[src/design/ubx_nmea_frame_splitter_top_assert.svh]
// ----------------------------------------------------------------------------
// ubx_nmea_frame_splitter_top_assert.svh
// assertion macros for the frame splitter, clocked on clk, idle in reset
// ----------------------------------------------------------------------------
`ifndef UBX_NMEA_FRAME_SPLITTER_TOP_ASSERT_SVH
`define UBX_NMEA_FRAME_SPLITTER_TOP_ASSERT_SVH

// same-cycle implication
`define UBX_ASSERT_NOW(label, ante, cons, msg) \
	label: assert property (@(posedge clk) disable iff (!arst_n) (ante) |-> (cons)) \
		else $error(msg);

// next-cycle implication
`define UBX_ASSERT_NEXT(label, ante, cons, msg) \
	label: assert property (@(posedge clk) disable iff (!arst_n) (ante) |=> (cons)) \
		else $error(msg);

`endif

[src/design/ubx_pkg.sv]
// ----------------------------------------------------------------------------
// ubx_pkg
// shared constants and the result type of the ubx / nmea frame splitter
// ----------------------------------------------------------------------------
`default_nettype none

package ubx_pkg;

	localparam int BUF_DEPTH      = 256;
	localparam int OFS_W          = $clog2(BUF_DEPTH);
	localparam int LEN_W          = 16;
	localparam int CMP_W          = LEN_W + 1;
	localparam int FRAME_OVERHEAD = 8;
	localparam int LEN_LO_OFS     = 4;
	localparam int LEN_HI_OFS     = 5;

	localparam logic [7:0] SYNC_BYTE    = 8'hB5;
	localparam logic [7:0] NEWLINE_BYTE = 8'h0A;

	typedef struct packed {
		logic [7:0]       data_byte;
		logic [7:0]       position;
		logic             is_binary;
		logic             frame_end;
		logic             wrapped;
		logic [LEN_W-1:0] payload_length;
	} result_t;

endpackage

`default_nettype wire

[src/design/ubx_nmea_frame_splitter_top.sv]
// ----------------------------------------------------------------------------
// ubx_nmea_frame_splitter_top
// splits a received byte stream into binary packets and text lines
//
//   channel   signals                                         dir
//   input     in_valid, in_ready, rx_byte                     in
//   output    out_valid, out_ready, data_byte, position,      out
//             is_binary, frame_end, wrapped, payload_length
//
// one byte per cycle while in_ready is high; each result is registered when its request is taken
// the frame state updates in the same cycle the request is taken
// reset clears the frame offset, frame type and gathered length
// a skid entry lets one more request in while a result is stalled;
// in_ready drops only when both result entries are full
// ----------------------------------------------------------------------------
`default_nettype none

`include "ubx_nmea_frame_splitter_top_assert.svh"

module ubx_nmea_frame_splitter_top (
	input  wire logic        clk,
	input  wire logic        arst_n,
	input  wire logic        in_valid,
	output logic             in_ready,
	input  wire logic [7:0]  rx_byte,
	output logic             out_valid,
	input  wire logic        out_ready,
	output logic [7:0]       data_byte,
	output logic [7:0]       position,
	output logic             is_binary,
	output logic             frame_end,
	output logic             wrapped,
	output logic [15:0]      payload_length
);
	import ubx_pkg::*;

	logic    accept;
	result_t cur_res;
	result_t out_res;

	assign accept = in_valid && in_ready;

	ubx_frame_track u_track (
		.clk     (clk),
		.arst_n  (arst_n),
		.accept  (accept),
		.rx_byte (rx_byte),
		.res     (cur_res)
	);

	ubx_out_skid u_skid (
		.clk       (clk),
		.arst_n    (arst_n),
		.push      (accept),
		.push_res  (cur_res),
		.can_push  (in_ready),
		.out_valid (out_valid),
		.out_ready (out_ready),
		.out_res   (out_res)
	);

	assign data_byte      = out_res.data_byte;
	assign position       = out_res.position;
	assign is_binary      = out_res.is_binary;
	assign frame_end      = out_res.frame_end;
	assign wrapped        = out_res.wrapped;
	assign payload_length = out_res.payload_length;

	`UBX_ASSERT_NOW(a_full_has_result, !in_ready, out_valid,
		"skid entry full without a pending result")
	`UBX_ASSERT_NOW(a_line_end_zero, out_valid && frame_end && !is_binary,
		data_byte == 8'h00, "text line end not delivered as zero")
	`UBX_ASSERT_NOW(a_wrap_at_depth, out_valid && wrapped,
		position == 8'(BUF_DEPTH - 1), "wrap flagged away from last buffer slot")
	`UBX_ASSERT_NEXT(a_stall_blocks, !in_ready && !out_ready, !in_ready,
		"skid entry lost while output stalled")

endmodule

`default_nettype wire

[src/design/ubx_frame_track.sv]
// ----------------------------------------------------------------------------
// ubx_frame_track
// frame state (offset, type, length) and per-byte result logic
// ----------------------------------------------------------------------------
`default_nettype none

module ubx_frame_track (
	input  wire logic             clk,
	input  wire logic             arst_n,
	input  wire logic             accept,
	input  wire logic [7:0]       rx_byte,
	output ubx_pkg::result_t      res
);
	import ubx_pkg::*;

	logic [OFS_W-1:0] frame_offset_q;
	logic             binary_mode_q;
	logic [LEN_W-1:0] packet_length_q;

	logic [OFS_W-1:0] nxt_offset;
	logic [OFS_W:0]   inc_offset;
	logic             bin_mode;
	logic [LEN_W-1:0] pkt_len;
	logic             wrap;
	logic             fend;
	logic [7:0]       data_out;
	logic [OFS_W-1:0] after_wrap;

	always_comb begin
		bin_mode = binary_mode_q;
		pkt_len  = packet_length_q;
		if (frame_offset_q == '0) begin
			bin_mode = (rx_byte == SYNC_BYTE);
			pkt_len  = '0;
		end
		if (bin_mode && frame_offset_q == OFS_W'(LEN_LO_OFS)) begin
			pkt_len = LEN_W'(rx_byte);
		end
		if (bin_mode && frame_offset_q == OFS_W'(LEN_HI_OFS)) begin
			pkt_len = pkt_len | {rx_byte, 8'h00};
		end

		inc_offset = {1'b0, frame_offset_q} + (OFS_W+1)'(1);
		wrap       = inc_offset > (OFS_W+1)'(BUF_DEPTH - 1);
		after_wrap = wrap ? '0 : inc_offset[OFS_W-1:0];

		data_out   = rx_byte;
		fend       = 1'b0;
		nxt_offset = after_wrap;
		if (!bin_mode && rx_byte == NEWLINE_BYTE) begin
			data_out   = 8'h00;
			fend       = 1'b1;
			nxt_offset = '0;
		end else if (bin_mode && CMP_W'(after_wrap) ==
				({1'b0, pkt_len} + CMP_W'(FRAME_OVERHEAD))) begin
			fend       = 1'b1;
			nxt_offset = '0;
		end

		res.data_byte      = data_out;
		res.position       = 8'(frame_offset_q);
		res.is_binary      = bin_mode;
		res.frame_end      = fend;
		res.wrapped        = wrap;
		res.payload_length = pkt_len;
	end

	always_ff @(posedge clk or negedge arst_n) begin
		if (!arst_n) begin
			frame_offset_q  <= '0;
			binary_mode_q   <= 1'b0;
			packet_length_q <= '0;
		end else if (accept) begin
			frame_offset_q  <= nxt_offset;
			binary_mode_q   <= bin_mode;
			packet_length_q <= pkt_len;
		end
	end

endmodule

`default_nettype wire

[src/design/ubx_out_skid.sv]
// ----------------------------------------------------------------------------
// ubx_out_skid
// result register with a skid entry, decoupling input ready from output ready
// ----------------------------------------------------------------------------
`default_nettype none

module ubx_out_skid (
	input  wire logic             clk,
	input  wire logic             arst_n,
	input  wire logic             push,
	input  wire ubx_pkg::result_t push_res,
	output logic                  can_push,
	output logic                  out_valid,
	input  wire logic             out_ready,
	output ubx_pkg::result_t      out_res
);
	import ubx_pkg::*;

	logic    main_valid_q;
	logic    skid_valid_q;
	result_t main_q;
	result_t skid_q;
	logic    pop;

	assign pop       = main_valid_q && out_ready;
	assign can_push  = !skid_valid_q;
	assign out_valid = main_valid_q;
	assign out_res   = main_q;

	always_ff @(posedge clk or negedge arst_n) begin
		if (!arst_n) begin
			main_valid_q <= 1'b0;
			skid_valid_q <= 1'b0;
		end else if (pop) begin
			if (skid_valid_q) begin
				skid_valid_q <= 1'b0;
			end else begin
				main_valid_q <= push;
			end
		end else if (push) begin
			if (main_valid_q) begin
				skid_valid_q <= 1'b1;
			end else begin
				main_valid_q <= 1'b1;
			end
		end
	end

	always_ff @(posedge clk) begin
		if (pop) begin
			if (skid_valid_q) begin
				main_q <= skid_q;
			end else if (push) begin
				main_q <= push_res;
			end
		end else if (push) begin
			if (main_valid_q) begin
				skid_q <= push_res;
			end else begin
				main_q <= push_res;
			end
		end
	end

endmodule

`default_nettype wire
[config.mk]
export PLATFORM = sky130hd
export DESIGN_NAME = ubx_nmea_frame_splitter_top
export DESIGN_NICKNAME = d
export VERILOG_FILES = /design/src/design/ubx_pkg.sv /design/src/design/ubx_nmea_frame_splitter_top.sv /design/src/design/ubx_frame_track.sv /design/src/design/ubx_out_skid.sv
export VERILOG_INCLUDE_DIRS = /design/src /design/src/design
export SDC_FILE = /design/constraint.sdc
export NUM_CORES = 1
export LEC_CHECK = 0
export BUFFER_PORTS_ARGS = -buffer_cell sky130_fd_sc_hd__buf_2
export CORE_UTILIZATION = 50
export DETAILED_ROUTE_END_ITERATION = 6
export HOLD_SLACK_MARGIN = 0.15
export PLACE_DENSITY = 0.69
export SLEW_MARGIN = 0
export SYNTH_ARGS = -nofsm -noshare
export SYNTH_HDL_FRONTEND = slang
export SYNTH_SLANG_ARGS = --single-unit
[constraint.sdc]
create_clock -name clk -period 4.8 [get_ports clk]
set_input_delay 0.24 -clock clk [delete_from_list [all_inputs] [get_ports clk]]
set_output_delay 0.24 -clock clk [all_outputs]
set_load 0.01 [all_outputs]
==> run summary <==
outcome: completed
Synth Register Bits: 97
Worst-Margin Slew: 1.19 ns
Placer Congestion: 0.886
CTS tree: done
setup violators final: 0
mean number of vias per cell: 5.93
Syn Area/Cell: 11.0 µm²
Slowest-stage cell, CP: or4_1
Post-CTS Setup Bufs: 0
total power: 2.58 mW
setup TNS: 0 ns
Iter 0 DRT Violations: 245
register area share after synthesis: 56.3%
dpl cells: 605
Total Routing Usage GR: 25.2%
crit-path max cell delay: 0.91 ns
clock buffer depth: 2
htree depth: 3
Die H: 101 µm
clk sinks: 97
f_max: 233 MHz
max-slew violations: 0
peak fanout along the critical path: 18
port bufs: 48
Hold WS: 0.166 ns
kind of critical path: register to register
Area after DPL: 0.00529 mm²
M1 WL: 5650 µm
nets: 506
Cell Rows: 35
drt wl/cell: 19.4 µm
Max VDD drop: 0.349 mV
boundary pin count: 49
die area: 0.0103 mm²
initial antenna violation count: 0
area of the core: 0.00942 mm²
Slew headroom: 20.8%
Final Hold Vio Count: 0
Pwr Density: 469 mW/mm²
worst path cell trace: or4_1 -> nor4_1 -> nor2_1 -> inv_1 -> ha_1 -> inv_1 -> a221oi_2 -> o211a_1 -> and3_1 -> o22ai_1 -> nand4b_1 -> o31ai_2 -> buf_4 -> nor2_1 -> a32o_1
hold crit path type: input pin to register
metal2 WL: 5550 µm
pin count of the biggest net entering global routing: 54
drt total wl: 12100 µm
Initial Util: 52.4%
final std cells w/o fill: 623
vias: 3697
Syn Nets: 467
CTS Root Cell: clkbuf_8
Crit path arrival time: 4.56 ns
Die Wd: 101 µm
RSZ-0062 raised after global routing: false
WHS Endpoint: u_skid.skid_valid_q
CTS clk-pin slew, worst paths: 0.11 ns
clk_lat worst skew: 0.37 ns
overflow left after global routing: 0
Area growth syn-to-layout: 11.7%
Cell variety after synth: 61
drt drc: 0
final clock skew: 0.0127 ns
Final period util: 89.5%
Crit. End Element: register
async set-reset flop share out of synthesis: 27.8%
max-cap check violation count: 0
post-layout instance area: 0.00551 mm²
R2R depth: 15
cts bufs inserted: 9
Detail Route met3 WL: 796 µm
most frequent cells in the layout: edfxtp_1 (70), buf_2 (48), nand2_1 (39)
HPWL Detailed: 8250 µm
Top Layer Used: met4
first-pass GRT wire length: 19100 µm
Lkg Pwr: 2.20 nW
Hold Startpoint: in_valid
critical path startpoint category: register
vias in the first global route: 3548
Post-synth EDFFs: 70
Synth Cell Area: 0.00493 mm²
r2r setup slk: 0.50 ns
most common cell after layout, fill and taps aside: edfxtp_1
worst r2r dst: u_track.frame_offset_q[2]
Post-DRT Antenna Nets: 0
Cells after Synth: 450
fraction of final layout cells sized beyond drive strength 1: 21.7%
Synth Warn #: 0
hold path depth: 3
Ant. Diodes: 0
worst flop-to-flop path startpoint: u_track.frame_offset_q[4]
Tmin final: 4.30 ns
First-pass DRT Iterations: 5
Critical Path RT: 5.07 ns
Main synth FF type: edfxtp_1
## worst max-delay path, delay by kind of cell, from the launching register on
family | cells | cell delay [ns]
DFF | 1 | 0.54
buffers and inverters | 3 | 0.42
adders and majority gates | 1 | 0.17
and+or+nand+nor | 6 | 1.97
AOI/OAI and AO/OA | 5 | 1.09
## layer usage
layer / vias to the layer above / GRT usage, %
li1: 1764 / -
met1: 1787 / 35.8
met2: 139 / 39.9
met3: 7 / 4.97
met4: 0 / 5.91
met5: - / 0
## sequential cells by signal (all words and copies together) (netlist names)
register,flops
u_track.binary_mode_q,1
u_skid.out_res,35
u_track.packet_length_q,16
u_skid.skid_valid_q,1
u_skid.skid_q,35
u_skid.out_valid,1
u_track.frame_offset_q,8
## power breakdown
group | internal [mW] | switching, mW
clock | 0.205 | 0.323
sequential | 1.15 | 0.104
combinational | 0.277 | 0.524
## worst max-delay path by stage
| stage | startpoint | endpoint | cells past startpoint |
|---|---|---|---|
| 3_3_place_gp | u_track.frame_offset_q[4] | u_track.frame_offset_q[2] | 15 |
| 5_1_grt | u_track.frame_offset_q[4] | u_track.frame_offset_q[2] | 15 |
| 2_1_floorplan | u_track.frame_offset_q[4] | u_track.frame_offset_q[2] | 17 |
| 4_1_cts | u_track.frame_offset_q[4] | u_track.frame_offset_q[2] | 15 |
| 3_5_place_dp | u_track.frame_offset_q[4] | u_track.frame_offset_q[2] | 15 |
| 6_report | u_track.frame_offset_q[4] | u_track.frame_offset_q[2] | 15 |
## through the flow
step / setup WS, ns / utilization (%)
after global routing: 0.125 / 58.5
after floorplan: 1.10 / -
after global placement: 0.680 / 56.2
final: 0.503 / 58.5
after detailed placement: 0.561 / 56.2
after CTS: 0.530 / 58.5
## logic make-up (layout without fill, tap and decap cells)
| logic type | Yosys count | count (layout) | share of synthesized area, % |
|---|---|---|---|
| AO/OA/AOI/OAI | 122 | 122 | 17.7 |
| AND/OR/NAND/NOR | 140 | 140 | 14.3 |
| buffers and inverters | 60 | 104 | 4.87 |
| flip-flops | 97 | 97 | 56.3 |
| multiplexers | 17 | 17 | 3.88 |
| adder cells (fa/ha/maj) | 5 | 5 | 1.27 |
| XOR/XNOR | 9 | 9 | 1.60 |
## cell type report
type | count | area [µm²]
fillers | 803 | 3910
inverters | 27 | 101
well taps | 129 | 161
multi-input cells | 293 | 1930
clock buffers | 9 | 124
flip-flops and latches | 97 | 2780
clock inverters | 7 | 72.6
repair buffers | 61 | 343
## cell usage after synthesis (3+ instances only)
| master | count | area share (%) |
|---|---|---|
| a21oi_1 | 29 | 2.9 |
| mux2_2 | 17 | 3.9 |
| dfrtp_1 | 27 | 14 |
| inv_1 | 26 | 2.0 |
| a31oi_1 | 5 | 0.63 |
| a21o_1 | 3 | 0.46 |
| nor4_1 | 7 | 0.89 |
| o31ai_1 | 8 | 1.2 |
| nand3_1 | 19 | 1.9 |
| o31a_1 | 8 | 1.4 |
| ha_1 | 5 | 1.3 |
| and2_1 | 10 | 1.3 |
| a211oi_1 | 5 | 0.76 |
| and3_1 | 6 | 0.76 |
| o21ai_0 | 25 | 2.5 |
| or4_1 | 3 | 0.46 |
| clkbuf_1 | 28 | 2.1 |
| nor3_1 | 6 | 0.61 |
| edfxtp_1 | 70 | 43 |
| o22ai_1 | 4 | 0.51 |
| or3_1 | 3 | 0.38 |
| nor2_1 | 28 | 2.1 |
| nand2_1 | 39 | 3.0 |
| buf_2 | 3 | 0.30 |
| nand4_1 | 4 | 0.51 |
| nor2b_1 | 5 | 0.63 |
| a22oi_1 | 4 | 0.61 |
| xnor2_1 | 7 | 1.2 |
## timing repair
| action | CTS | global route |
|---|---|---|
| hold endpoints to repair | 28 | 0 |
| hold buffers | 2 | 0 |
| resized for setup | 0 | 0 |
(Power assumes the default switching activity.)
